$ cat config.mk
export PLATFORM = sky130hd
export DESIGN_NAME = qbt_packet_deframer
export DESIGN_NICKNAME = d
export VERILOG_FILES = /design/src/qbt_dfr_pkg.sv /design/src/qbt_dfr_cell.sv /design/src/qbt_dfr_chain.sv /design/src/qbt_dfr_skid.sv /design/src/qbt_packet_deframer.sv
export VERILOG_INCLUDE_DIRS = /design/src /design/src/src
export SDC_FILE = /design/constraint.sdc
export NUM_CORES = 1
export LEC_CHECK = 0
export BUFFER_PORTS_ARGS = -buffer_cell sky130_fd_sc_hd__buf_4
export CELL_PAD_IN_SITES_DETAIL_PLACEMENT = 0
export CELL_PAD_IN_SITES_GLOBAL_PLACEMENT = 2
export CORE_MARGIN = 4
export CORE_UTILIZATION = 40
export DETAILED_ROUTE_END_ITERATION = 16
export PLACE_DENSITY = 0.73
export SLEW_MARGIN = 40
export SYNTH_ARGS = -nofsm -noshare
export SYNTH_HDL_FRONTEND = slang
export SYNTH_HIERARCHICAL = 1
export SYNTH_SLANG_ARGS = --single-unit
$ cat constraint.sdc
create_clock -name clk -period 8.3 [get_ports clk]
set_input_delay 1.245 -clock clk [delete_from_list [all_inputs] [get_ports clk]]
set_output_delay 1.245 -clock clk [all_outputs]
set_load 0.005 [all_outputs]
$ cat src/qbt_packet_deframer_assert.svh
// assertion macros for the packet deframer
// expects clk and rst in the scope of the module that uses them
`ifndef QBT_PACKET_DEFRAMER_ASSERT_SVH
`define QBT_PACKET_DEFRAMER_ASSERT_SVH

`ifndef SYNTHESIS
// condition that holds at every clock edge outside reset
`define QBT_ASSERT_ALWAYS(lbl, cond, msg) \
  lbl: assert property (@(posedge clk) disable iff (rst) (cond)) else $error(msg);
// antecedent in one cycle implies consequent in the next
`define QBT_ASSERT_NEXT(lbl, ante, cons, msg) \
  lbl: assert property (@(posedge clk) disable iff (rst) (ante) |=> (cons)) else $error(msg);
`else
`define QBT_ASSERT_ALWAYS(lbl, cond, msg)
`define QBT_ASSERT_NEXT(lbl, ante, cons, msg)
`endif

`endif

$ cat src/qbt_dfr_pkg.sv
// shared types and constants of the packet deframer
// sync prefix pattern, result record and cell control group; no dependencies
package qbt_dfr_pkg;

  localparam int PREFIX_LEN = 42;
  localparam int IDX_W      = 11;

  // sync prefix, oldest byte at index 0
  localparam logic [7:0] PFX_VALUE [PREFIX_LEN] = '{
    8'h00, 8'h00, 8'h00, 8'h00, 8'h00, 8'h00, 8'h2F, 8'h50, 8'h46, 8'h00,
    8'h00, 8'h00, 8'h00, 8'h00, 8'h00, 8'h00, 8'h00, 8'h00, 8'h00, 8'h00,
    8'h00, 8'h2F, 8'h50, 8'h4E, 8'h00, 8'h00, 8'h00, 8'h00, 8'h00, 8'h00,
    8'h2F, 8'h50, 8'h54, 8'h00, 8'h00, 8'h00, 8'h00, 8'h00, 8'h00, 8'h2F,
    8'h43, 8'h53
  };

  // bit i set where prefix byte i must match
  localparam logic [PREFIX_LEN-1:0] PFX_CARE =
    (PREFIX_LEN)'((64'h1 << 9) - 64'h1)
    | ((PREFIX_LEN)'(64'h7) << 21)
    | ((PREFIX_LEN)'(64'h7) << 30)
    | ((PREFIX_LEN)'(64'h7) << 39);

  typedef struct packed {
    logic             aborted;
    logic             last;
    logic [IDX_W-1:0] index;
    logic [7:0]       data;
  } result_t;

  typedef struct packed {
    logic shift;  // move bytes one cell on, update candidates
    logic flush;  // drop older candidates before this byte
    logic kill;   // clear every candidate
  } cell_ctrl_t;

endpackage

$ cat src/qbt_dfr_cell.sv
// one cell of the hunt chain: one window byte and one candidate flag
// depends on qbt_dfr_pkg
module qbt_dfr_cell
  import qbt_dfr_pkg::*;
#(
  parameter logic [7:0] MATCH_VALUE = 8'h00,
  parameter bit         MATCH_CARE  = 1'b0
) (
  input  logic       clk,
  input  logic       rst,
  input  cell_ctrl_t ctrl,
  input  logic [7:0] new_byte,
  input  logic [7:0] byte_in,
  input  logic       alive_in,
  output logic [7:0] byte_q,
  output logic       alive_q,
  output logic       hit
);

  // candidate that reached this age survives the new byte
  assign hit = alive_in && (!MATCH_CARE || new_byte == MATCH_VALUE);

  always_ff @(posedge clk) begin
    if (ctrl.shift) begin
      byte_q <= byte_in;
    end
  end

  always_ff @(posedge clk) begin
    if (rst) begin
      alive_q <= 1'b0;
    end else if (ctrl.kill) begin
      alive_q <= 1'b0;
    end else if (ctrl.shift) begin
      alive_q <= hit;
    end
  end

endmodule

$ cat src/qbt_dfr_chain.sv
// hunt chain: a row of cells, newest byte in cell 0, oldest in the last cell
// depends on qbt_dfr_pkg and qbt_dfr_cell
module qbt_dfr_chain
  import qbt_dfr_pkg::*;
(
  input  logic       clk,
  input  logic       rst,
  input  cell_ctrl_t ctrl,
  input  logic [7:0] new_byte,
  output logic [7:0] oldest_byte,
  output logic       done
);

  logic [7:0]            byte_q [PREFIX_LEN];
  logic [PREFIX_LEN-1:0] alive_q;
  logic [PREFIX_LEN-1:0] hit;

  for (genvar k = 0; k < PREFIX_LEN; k++) begin : g_cell
    logic [7:0] byte_in;
    logic       alive_in;

    if (k == 0) begin : g_head
      // a fresh candidate starts on every byte
      assign byte_in  = new_byte;
      assign alive_in = 1'b1;
    end else begin : g_body
      assign byte_in  = byte_q[k-1];
      assign alive_in = alive_q[k-1] && !ctrl.flush;
    end

    qbt_dfr_cell #(
      .MATCH_VALUE (PFX_VALUE[k]),
      .MATCH_CARE  (PFX_CARE[k])
    ) u_cell (
      .clk      (clk),
      .rst      (rst),
      .ctrl     (ctrl),
      .new_byte (new_byte),
      .byte_in  (byte_in),
      .alive_in (alive_in),
      .byte_q   (byte_q[k]),
      .alive_q  (alive_q[k]),
      .hit      (hit[k])
    );
  end

  assign oldest_byte = byte_q[PREFIX_LEN-1];
  assign done        = hit[PREFIX_LEN-1];

endmodule

$ cat src/qbt_dfr_skid.sv
// two-entry output stage: output register plus skid register
// depends on qbt_dfr_pkg
module qbt_dfr_skid
  import qbt_dfr_pkg::*;
(
  input  logic    clk,
  input  logic    rst,
  input  logic    push_valid,
  input  result_t push_data,
  output logic    push_ready,
  output logic    out_valid,
  output result_t out_data,
  input  logic    out_ready
);

  logic    skid_valid;
  result_t skid_data;

  assign push_ready = !skid_valid;

  always_ff @(posedge clk) begin
    if (rst) begin
      out_valid  <= 1'b0;
      skid_valid <= 1'b0;
    end else if (!out_valid || out_ready) begin
      if (skid_valid) begin
        out_valid  <= 1'b1;
        out_data   <= skid_data;
        skid_valid <= 1'b0;
      end else begin
        out_valid <= push_valid;
        out_data  <= push_data;
      end
    end else if (push_valid) begin
      skid_valid <= 1'b1;
      skid_data  <= push_data;
    end
  end

endmodule

$ cat src/qbt_packet_deframer.sv
// top level of the packet deframer: sequencer, counter gap check, stream ports
// depends on qbt_dfr_pkg, qbt_dfr_chain, qbt_dfr_skid and the assertion header
//
//   port group  dir  tdata                              tuser           tlast
//   s_axis      in   data_byte, fragment_counter        fragment_start  -
//   m_axis      out  packet_byte, byte_index            aborted         last_of_packet
//
// one input byte per cycle while hunting or streaming a locked packet and the output stage has room
// a full prefix match holds s_axis_tready low while the window drains out
//   of the hunt chain, oldest byte first
// results pass a two-entry output stage, so s_axis_tready depends only on
//   registered state; a stalled m_axis side stops input once both entries fill
// synchronous reset clears the sequencer, candidates and the counter history
`include "qbt_packet_deframer_assert.svh"

module qbt_packet_deframer
  import qbt_dfr_pkg::*;
#(
  parameter int PACKET_BYTES = 1116,
  parameter int COUNTER_BITS = 16
) (
  input  logic        clk,
  input  logic        rst,
  input  logic        s_axis_tvalid,
  output logic        s_axis_tready,
  input  logic [23:0] s_axis_tdata,   // [7:0] data_byte, [23:8] fragment_counter
  input  logic        s_axis_tuser,   // fragment_start
  output logic        m_axis_tvalid,
  input  logic        m_axis_tready,
  output logic [23:0] m_axis_tdata,   // [7:0] packet_byte, [18:8] byte_index, rest zero
  output logic        m_axis_tlast,   // last_of_packet
  output logic        m_axis_tuser    // aborted
);

  localparam int CTR_W = (COUNTER_BITS < 16) ? COUNTER_BITS : 16;
  // one extra bit above 16 keeps wrap of a wider counter distinct
  localparam int GAP_W = (COUNTER_BITS <= 16) ? COUNTER_BITS : 17;
  localparam int POS_W = $clog2(PACKET_BYTES);
  localparam int REL_W = $clog2(PREFIX_LEN);

  typedef enum logic [1:0] {
    MODE_HUNT,
    MODE_RELEASE,
    MODE_STREAM
  } mode_t;

  mode_t            mode;
  logic [REL_W-1:0] rel_idx;
  logic [POS_W-1:0] pos;
  logic [CTR_W-1:0] prev_ctr;

  logic [7:0]       in_byte;
  logic [CTR_W-1:0] in_ctr;
  logic [GAP_W-1:0] gap;
  logic             gap_hit;
  logic             in_accept;
  logic             abort_now;
  logic             stream_now;
  logic             hunt_now;
  logic             rel_push;
  logic             done;
  logic [7:0]       oldest_byte;
  cell_ctrl_t       ctrl;
  logic             push_valid;
  logic             push_ready;
  result_t          push_data;
  result_t          out_data;

  assign in_byte = s_axis_tdata[7:0];
  assign in_ctr  = s_axis_tdata[8 +: CTR_W];

  // counter gap modulo the counter range, checked on fragment start only
  assign gap     = GAP_W'(in_ctr) - GAP_W'(prev_ctr);
  assign gap_hit = s_axis_tuser && (gap > GAP_W'(1));

  assign s_axis_tready = (mode != MODE_RELEASE) && push_ready;
  assign in_accept     = s_axis_tvalid && s_axis_tready;

  // a gap while locked gives an abort marker, then the byte is hunted
  assign abort_now  = in_accept && (mode == MODE_STREAM) && gap_hit;
  assign stream_now = in_accept && (mode == MODE_STREAM) && !gap_hit;
  assign hunt_now   = in_accept && (mode != MODE_STREAM || gap_hit);
  assign rel_push   = (mode == MODE_RELEASE) && push_ready;

  always_comb begin
    ctrl.shift = hunt_now || rel_push;
    ctrl.flush = hunt_now && gap_hit;
    ctrl.kill  = rel_push || (hunt_now && done);
  end

  qbt_dfr_chain u_chain (
    .clk         (clk),
    .rst         (rst),
    .ctrl        (ctrl),
    .new_byte    (in_byte),
    .oldest_byte (oldest_byte),
    .done        (done)
  );

  // at most one result per cycle into the output stage
  always_comb begin
    push_valid = 1'b0;
    push_data  = '0;
    priority if (rel_push) begin
      push_valid     = 1'b1;
      push_data.data = oldest_byte;
      push_data.index = IDX_W'(rel_idx);
      push_data.last = (int'(rel_idx) == PACKET_BYTES - 1);
    end else if (abort_now) begin
      push_valid        = 1'b1;
      push_data.index   = IDX_W'(pos);
      push_data.last    = 1'b1;
      push_data.aborted = 1'b1;
    end else if (stream_now) begin
      push_valid      = 1'b1;
      push_data.data  = in_byte;
      push_data.index = IDX_W'(pos);
      push_data.last  = (pos == POS_W'(PACKET_BYTES - 1));
    end
  end

  always_ff @(posedge clk) begin
    if (rst) begin
      mode     <= MODE_HUNT;
      rel_idx  <= '0;
      pos      <= '0;
      prev_ctr <= '0;
    end else begin
      if (in_accept && s_axis_tuser) begin
        prev_ctr <= in_ctr;
      end
      unique case (mode)
        MODE_HUNT: begin
          if (hunt_now && done) begin
            mode    <= MODE_RELEASE;
            rel_idx <= '0;
          end
        end
        MODE_RELEASE: begin
          if (rel_push) begin
            if (rel_idx == REL_W'(PREFIX_LEN - 1)) begin
              rel_idx <= '0;
              if (PACKET_BYTES > PREFIX_LEN) begin
                mode <= MODE_STREAM;
                pos  <= POS_W'(PREFIX_LEN);
              end else begin
                mode <= MODE_HUNT;
              end
            end else begin
              rel_idx <= rel_idx + REL_W'(1);
            end
          end
        end
        MODE_STREAM: begin
          if (abort_now) begin
            // the hunted byte after an abort cannot finish a prefix
            mode <= MODE_HUNT;
            pos  <= '0;
          end else if (stream_now) begin
            if (pos == POS_W'(PACKET_BYTES - 1)) begin
              mode <= MODE_HUNT;
              pos  <= '0;
            end else begin
              pos <= pos + POS_W'(1);
            end
          end
        end
        default: begin
          mode <= MODE_HUNT;
        end
      endcase
    end
  end

  qbt_dfr_skid u_skid (
    .clk        (clk),
    .rst        (rst),
    .push_valid (push_valid),
    .push_data  (push_data),
    .push_ready (push_ready),
    .out_valid  (m_axis_tvalid),
    .out_data   (out_data),
    .out_ready  (m_axis_tready)
  );

  assign m_axis_tdata = {(24 - IDX_W - 8)'(0), out_data.index, out_data.data};
  assign m_axis_tlast = out_data.last;
  assign m_axis_tuser = out_data.aborted;

  // no input transaction while the window drains
  `QBT_ASSERT_ALWAYS(a_no_accept_in_release, !(mode == MODE_RELEASE && in_accept),
    "input accepted during release")
  // a completed prefix always starts the release
  `QBT_ASSERT_NEXT(a_done_to_release, hunt_now && done, mode == MODE_RELEASE,
    "prefix match did not start release")
  // an abort always returns to hunting
  `QBT_ASSERT_NEXT(a_abort_to_hunt, abort_now, mode == MODE_HUNT,
    "abort did not return to hunting")
  // the output stage is never pushed when full
  `QBT_ASSERT_ALWAYS(a_push_when_ready, !(push_valid && !push_ready),
    "result pushed into a full output stage")

endmodule
== After elaboration in Yosys (flattened, before gate mapping) ==
Cells that the tools add are included.

* Shift-type cells: 0
* Add/sub/neg operators: 3
* Div/mod/pow operators: 0
* Bitwise operators: 2
* Multipliers: 0
* Reduce and logical (&&, ||, !) cells: 88
* Multiplexer cells: 28
* Order comparisons: 1
* Equal/unequal tests: 18

{| class="wikitable"
|+ Operator list
! kind !! count
|-
| $logic_and 1x1->1 || 69
|-
| $mux 11 || 5
|-
| $eq 8x7->1 const B || 6
|-
| $mux 20 || 2
|-
| $pmux 11 s2 || 1
|-
| $mux 21 || 1
|-
| $mux 6 || 3
|-
| $gt 16x1->1 const B || 1
|-
| $sub 16x16->16 || 1
|-
| $mux 12 || 1
|-
| $mux 2 || 6
|-
| $pmux 6 s2 || 1
|-
| $add 11x1->11 const B || 1
|-
| $eq 11x11->1 const B || 1
|-
| $eq 8x6->1 const B || 1
|-
| $logic_not 8->1 || 1
|-
| $mux 8 || 1
|-
| $add 6x1->6 const B || 1
|-
| $eq 6x6->1 const B || 1
|-
| $mux 1 || 6
|-
| $ne 2x2->1 const B || 3
|-
| $pmux 2 s3 || 1
|-
| $reduce_and 3->1 || 2
|-
| $reduce_and 5->1 || 1
|-
| 13 further kinds || 23
|}

* Memory bits (writable): 0
* Bits in latches: 0
* Output and inout bits: 28
* Word-level logic and storage cells: 237
* ROM bits: 0
* Memories kept: 0
* Register bits after elaboration: 456

== Longest topological paths before layout ==
* Depth after elaboration: 12
* Gate-level depth with buffers: 22

== Hierarchy ==
The synthesis kept the hierarchy.

{| class="wikitable"
|+ Modules (own cells, without submodules)
! module !! seq. area each (um^2) !! instances !! cells each !! area an instance (um^2)
|-
| qbt_dfr_cell at u_chain.g_cell[10].u_cell ... || 260.2 || 24 || 12 || 287.8
|-
| qbt_packet_deframer || 700.7 || 1 || 399 || 2,882.8
|-
| qbt_dfr_cell at u_chain.g_cell[0].u_cell ... || 260.2 || 6 || 17 || 306.5
|-
| qbt_dfr_skid || 1,301.2 || 1 || 74 || 1,597.8
|-
| qbt_dfr_cell at u_chain.g_cell[21].u_cell ... || 260.2 || 4 || 17 || 310.3
|-
| qbt_dfr_cell at u_chain.g_cell[22].u_cell ... || 260.2 || 3 || 17 || 312.8
|-
| qbt_dfr_cell at u_chain.g_cell[23].u_cell ... || 260.2 || 3 || 17 || 307.8
|-
| qbt_dfr_cell at u_chain.g_cell[32].u_cell || 260.2 || 1 || 17 || 315.3
|-
| qbt_dfr_cell at u_chain.g_cell[40].u_cell || 260.2 || 1 || 17 || 305.3
|-
| qbt_dfr_chain || 0.0 || 1 || 46 || 280.3
|}

== Worst setup path before layout ==
OpenSTA, ideal clock, no wires.

* Path type: input to register
* Start: input port s_axis_tdata[8]
* End: register u_chain.g_cell[10].u_cell.alive_q
* Setup slack: -0.728 ns
* Arrival time: 8.937 ns
* Library setup time: 0.091 ns
* Stages: 13
* Path through: inv_1 ha_1 fa_1 nor2b_1 o31a_1 nor4_2 o21ai_1 mux2_2 a311oi_2 a21boi_2 o221a_2 mux2i_1 nor3_2

{| class="wikitable"
|+ RTL lines
! what !! RTL line !! text
|-
| start, declared || qbt_packet_deframer.sv:26 || <nowiki>input logic [23:0] s_axis_tdata,</nowiki>
|-
| end signal, assigned || qbt_dfr_cell.sv:35 || <nowiki>alive_q <= hit;</nowiki>
|-
| end, declared || qbt_dfr_cell.sv:16 || <nowiki>output logic alive_q,</nowiki>
|}

==> flow_metrics.py <==
metrics = {
    "job": {
        "drv_cap": 0,
    },
    "global_routing": {
        "antenna_found_initial": 0,
        "grt-ovfl-total": 0,
        "grt_max_degree": 97,
        "grt_pass1_wl_um": 47510,
        "grtUsageTotal": 0.1287,
        "first_global_vias": 8754,
    },
    "cts": {
        "clock_latency_ns": 0.57,
        "cts.sink_count": 456,
        "clk_pin_slew_ns": 0.06,
        "cts_root_buf": "clkbuf_16",
        "clk_path_buf_depth": 3,
        "post_cts_buffers": 0,
        "htreeDepth": 2,
        "hold_buffers": 0,
        "cts_buffers": 47,
        "tritoncts": "yes",
        "cts_resized": 0,
    },
    "sta": {
        "max-slew-margin-rel": 0.4425,
        "clock.fmax_mhz": 170.8,
        "fin_ws_ns": 2.447,
        "fin_crit_ns": 5.853,
        "slew_viol_final": 0,
        "rsz0062_at_grt": "false",
        "hold_slack_ns": 0.4123,
        "hold_viol": 0,
        "final-setup-viol-count": 0,
        "worst_slew_pin_slew_ns": 0.8299,
        "setup_tns_ns": 0,
        "finalCritPeriodShare": 0.7052,
        "skew_ns": 0.009200,
    },
    "status": {
        "status": "completed",
    },
    "worst_setup_path": {
        "setup.worst_path.end_class": "register",
        "crit_chain": "buf_4 -> inv_1 -> ha_1 -> fa_1 -> nor2b_1 -> o31a_1 -> nor4_2 -> o21ai_1 -> mux2_2 -> a311oi_2 -> and2_1 -> nor2_2 -> buf_4 -> nor2b_1 -> nand4_1 -> or3_1 -> nor2b_1 -> and2_1 -> o221a_2 -> buf_4 -> nor2_1 -> nand3_1 -> o21ai_1",
        "crit_family": "simple AND/OR/NAND/NOR gates",
        "slowest_stage": "o221a_2",
        "arrival_ns": 6.30,
        "worstSetupStartpointType": "input port",
        "path_buf_inv": 4,
        "crit_path_max_incr_delay_ns": 0.62,
        "crit_fanout": 41,
        "required_ns": 8.75,
        "crit_type": "in -> reg",
    },
    "placed_design": {
        "gp_congestion": 0.7969,
        "dpl.cell_count": 1644,
        "io_buffers": 51,
        "dpl_cell_area_um2": 18010,
        "dp_slack_ns": 1.878,
        "hpwl_um": 16350,
    },
    "layout": {
        "mostFrequentLayoutCell": "edfxtp_1",
        "stdcell_count": 1729,
        "final_cell_mix": "378 x edfxtp_1, 78 x dfxtp_1, 68 x nand2_1",
        "area_growth_pct": 14.97,
        "fillerInstances": 3601,
        "fin_nets": 1202,
        "design_area_um2": 19430,
        "drive_above_1_share": 0.1664,
        "diodes": 0,
    },
    "die": {
        "ioPinCount": 57,
        "core.rowCount": 75,
        "initial_core_util": 0.4039,
        "die_x_um": 213.6,
        "die_area_um2": 45610,
        "core_um2": 41850,
        "dieHeight_um": 213.6,
    },
    "synth": {
        "yosysWarningCount": 6,
        "synthCells": 1067,
        "syn_area_um2": 16900,
        "avgSynthCellArea_um2": 15.84,
    },
    "power": {
        "power_frac_seq": 0.550,
        "combPwrFrac": 0.040,
        "pwr-share-clk": 0.410,
        "p_sw_uw": 1002,
        "power_density_nw_per_um2": 244.5,
        "leakagePower_uw": 0.006734,
        "power.internal_uw": 3749,
        "switching_share": 0.2109,
        "peakVddDrop_mv": 0.1572,
    },
    "route": {
        "ant_nets": 0,
        "drtIter0Drc": 762,
        "dr_total_vias": 8785,
        "routedWlPerCell_um": 16.94,
        "viasPerCell": 5.081,
        "drt_wl_total_um": 29290,
        "drt_pass1_iterations": 5,
        "drc": 0,
    },
    "hold_path": {
        "worstHoldPathType": "reg -> reg",
    },
}
flip-flops by register name, summed over array words and instances, names as in the netlist:
signal / flops
u_skid/skid_data: 21
u_skid/out_data: 21
u_skid/skid_valid: 1
rel_idx: 6
mode: 2
pos: 11
u_chain/g_cell.u_cell/byte_q: 336
prev_ctr: 16
u_skid/out_valid: 1
u_chain/g_cell.u_cell/alive_q: 41
routing by layer:
layer	up-vias	GRT usage	part of all wire
li1	4201	-	-
met1	4381	0.1936	0.50
met2	150	0.1875	0.43
met3	53	0.03204	0.046
met4	0	0.03597	0.020
met5	-	0	0
final cells by class:
class,count,area [um^2],area share
Sequential cell,456,12910,0.6644
Clock buffer,57,1245,0.06406
Inverter,23,86.33,0.004442
Multi-Input combinational cell,562,3791,0.1951
Timing Repair Buffer,64,546.8,0.02814
Clock inverter,28,177.7,0.009142
Tap cell,539,674.4,0.03470
worst paths after layout:
path	slack, ns	cells after the start	from	to
min reg2reg	0.41	0	u_chain/g_cell[40].u_cell/byte_q[6]$_DFFE_PP_	u_chain/g_cell[41].u_cell/byte_q[6]$_DFFE_PP_
max	2.45	23	s_axis_tdata[8]	u_chain/g_cell[2].u_cell/alive_q$_SDFFE_PP0P_
min	0.41	0	u_chain/g_cell[40].u_cell/byte_q[6]$_DFFE_PP_	u_chain/g_cell[41].u_cell/byte_q[6]$_DFFE_PP_
max reg2reg	2.94	21	prev_ctr[0]$_SDFFE_PP0P_	u_chain/g_cell[2].u_cell/alive_q$_SDFFE_PP0P_
power groups by stage:
stage          sequential, uW  combinational [uW]  clock [uW]
3_5_place_dp             2660                 191           0
4_1_cts                  2620                 191        2020
6_report                 2610                 189        1950
5_1_grt                  2620                 208        2130
2_1_floorplan            2660                 113           0
3_3_place_gp             2660                 186           0
stage by stage:
step | util | power, uW
final | 0.4643 | 4751
after global routing | 0.4643 | 4962
after CTS | 0.4643 | 4831
after detailed placement | 0.4303 | 2854
after global placement | 0.4290 | 2847
after floorplan | - | 2772
worst register-to-register path, delay by kind of cell, from the launching register on:
family	cells	cell delay (ns)
muxes	1	0.39
adders and majority gates	2	0.62
DFF	1	0.31
AOI/OAI and AO/OA	5	1.57
buffers and inverters	2	0.73
and+or+nand+nor	11	1.60
(Power assumes the default switching activity.)
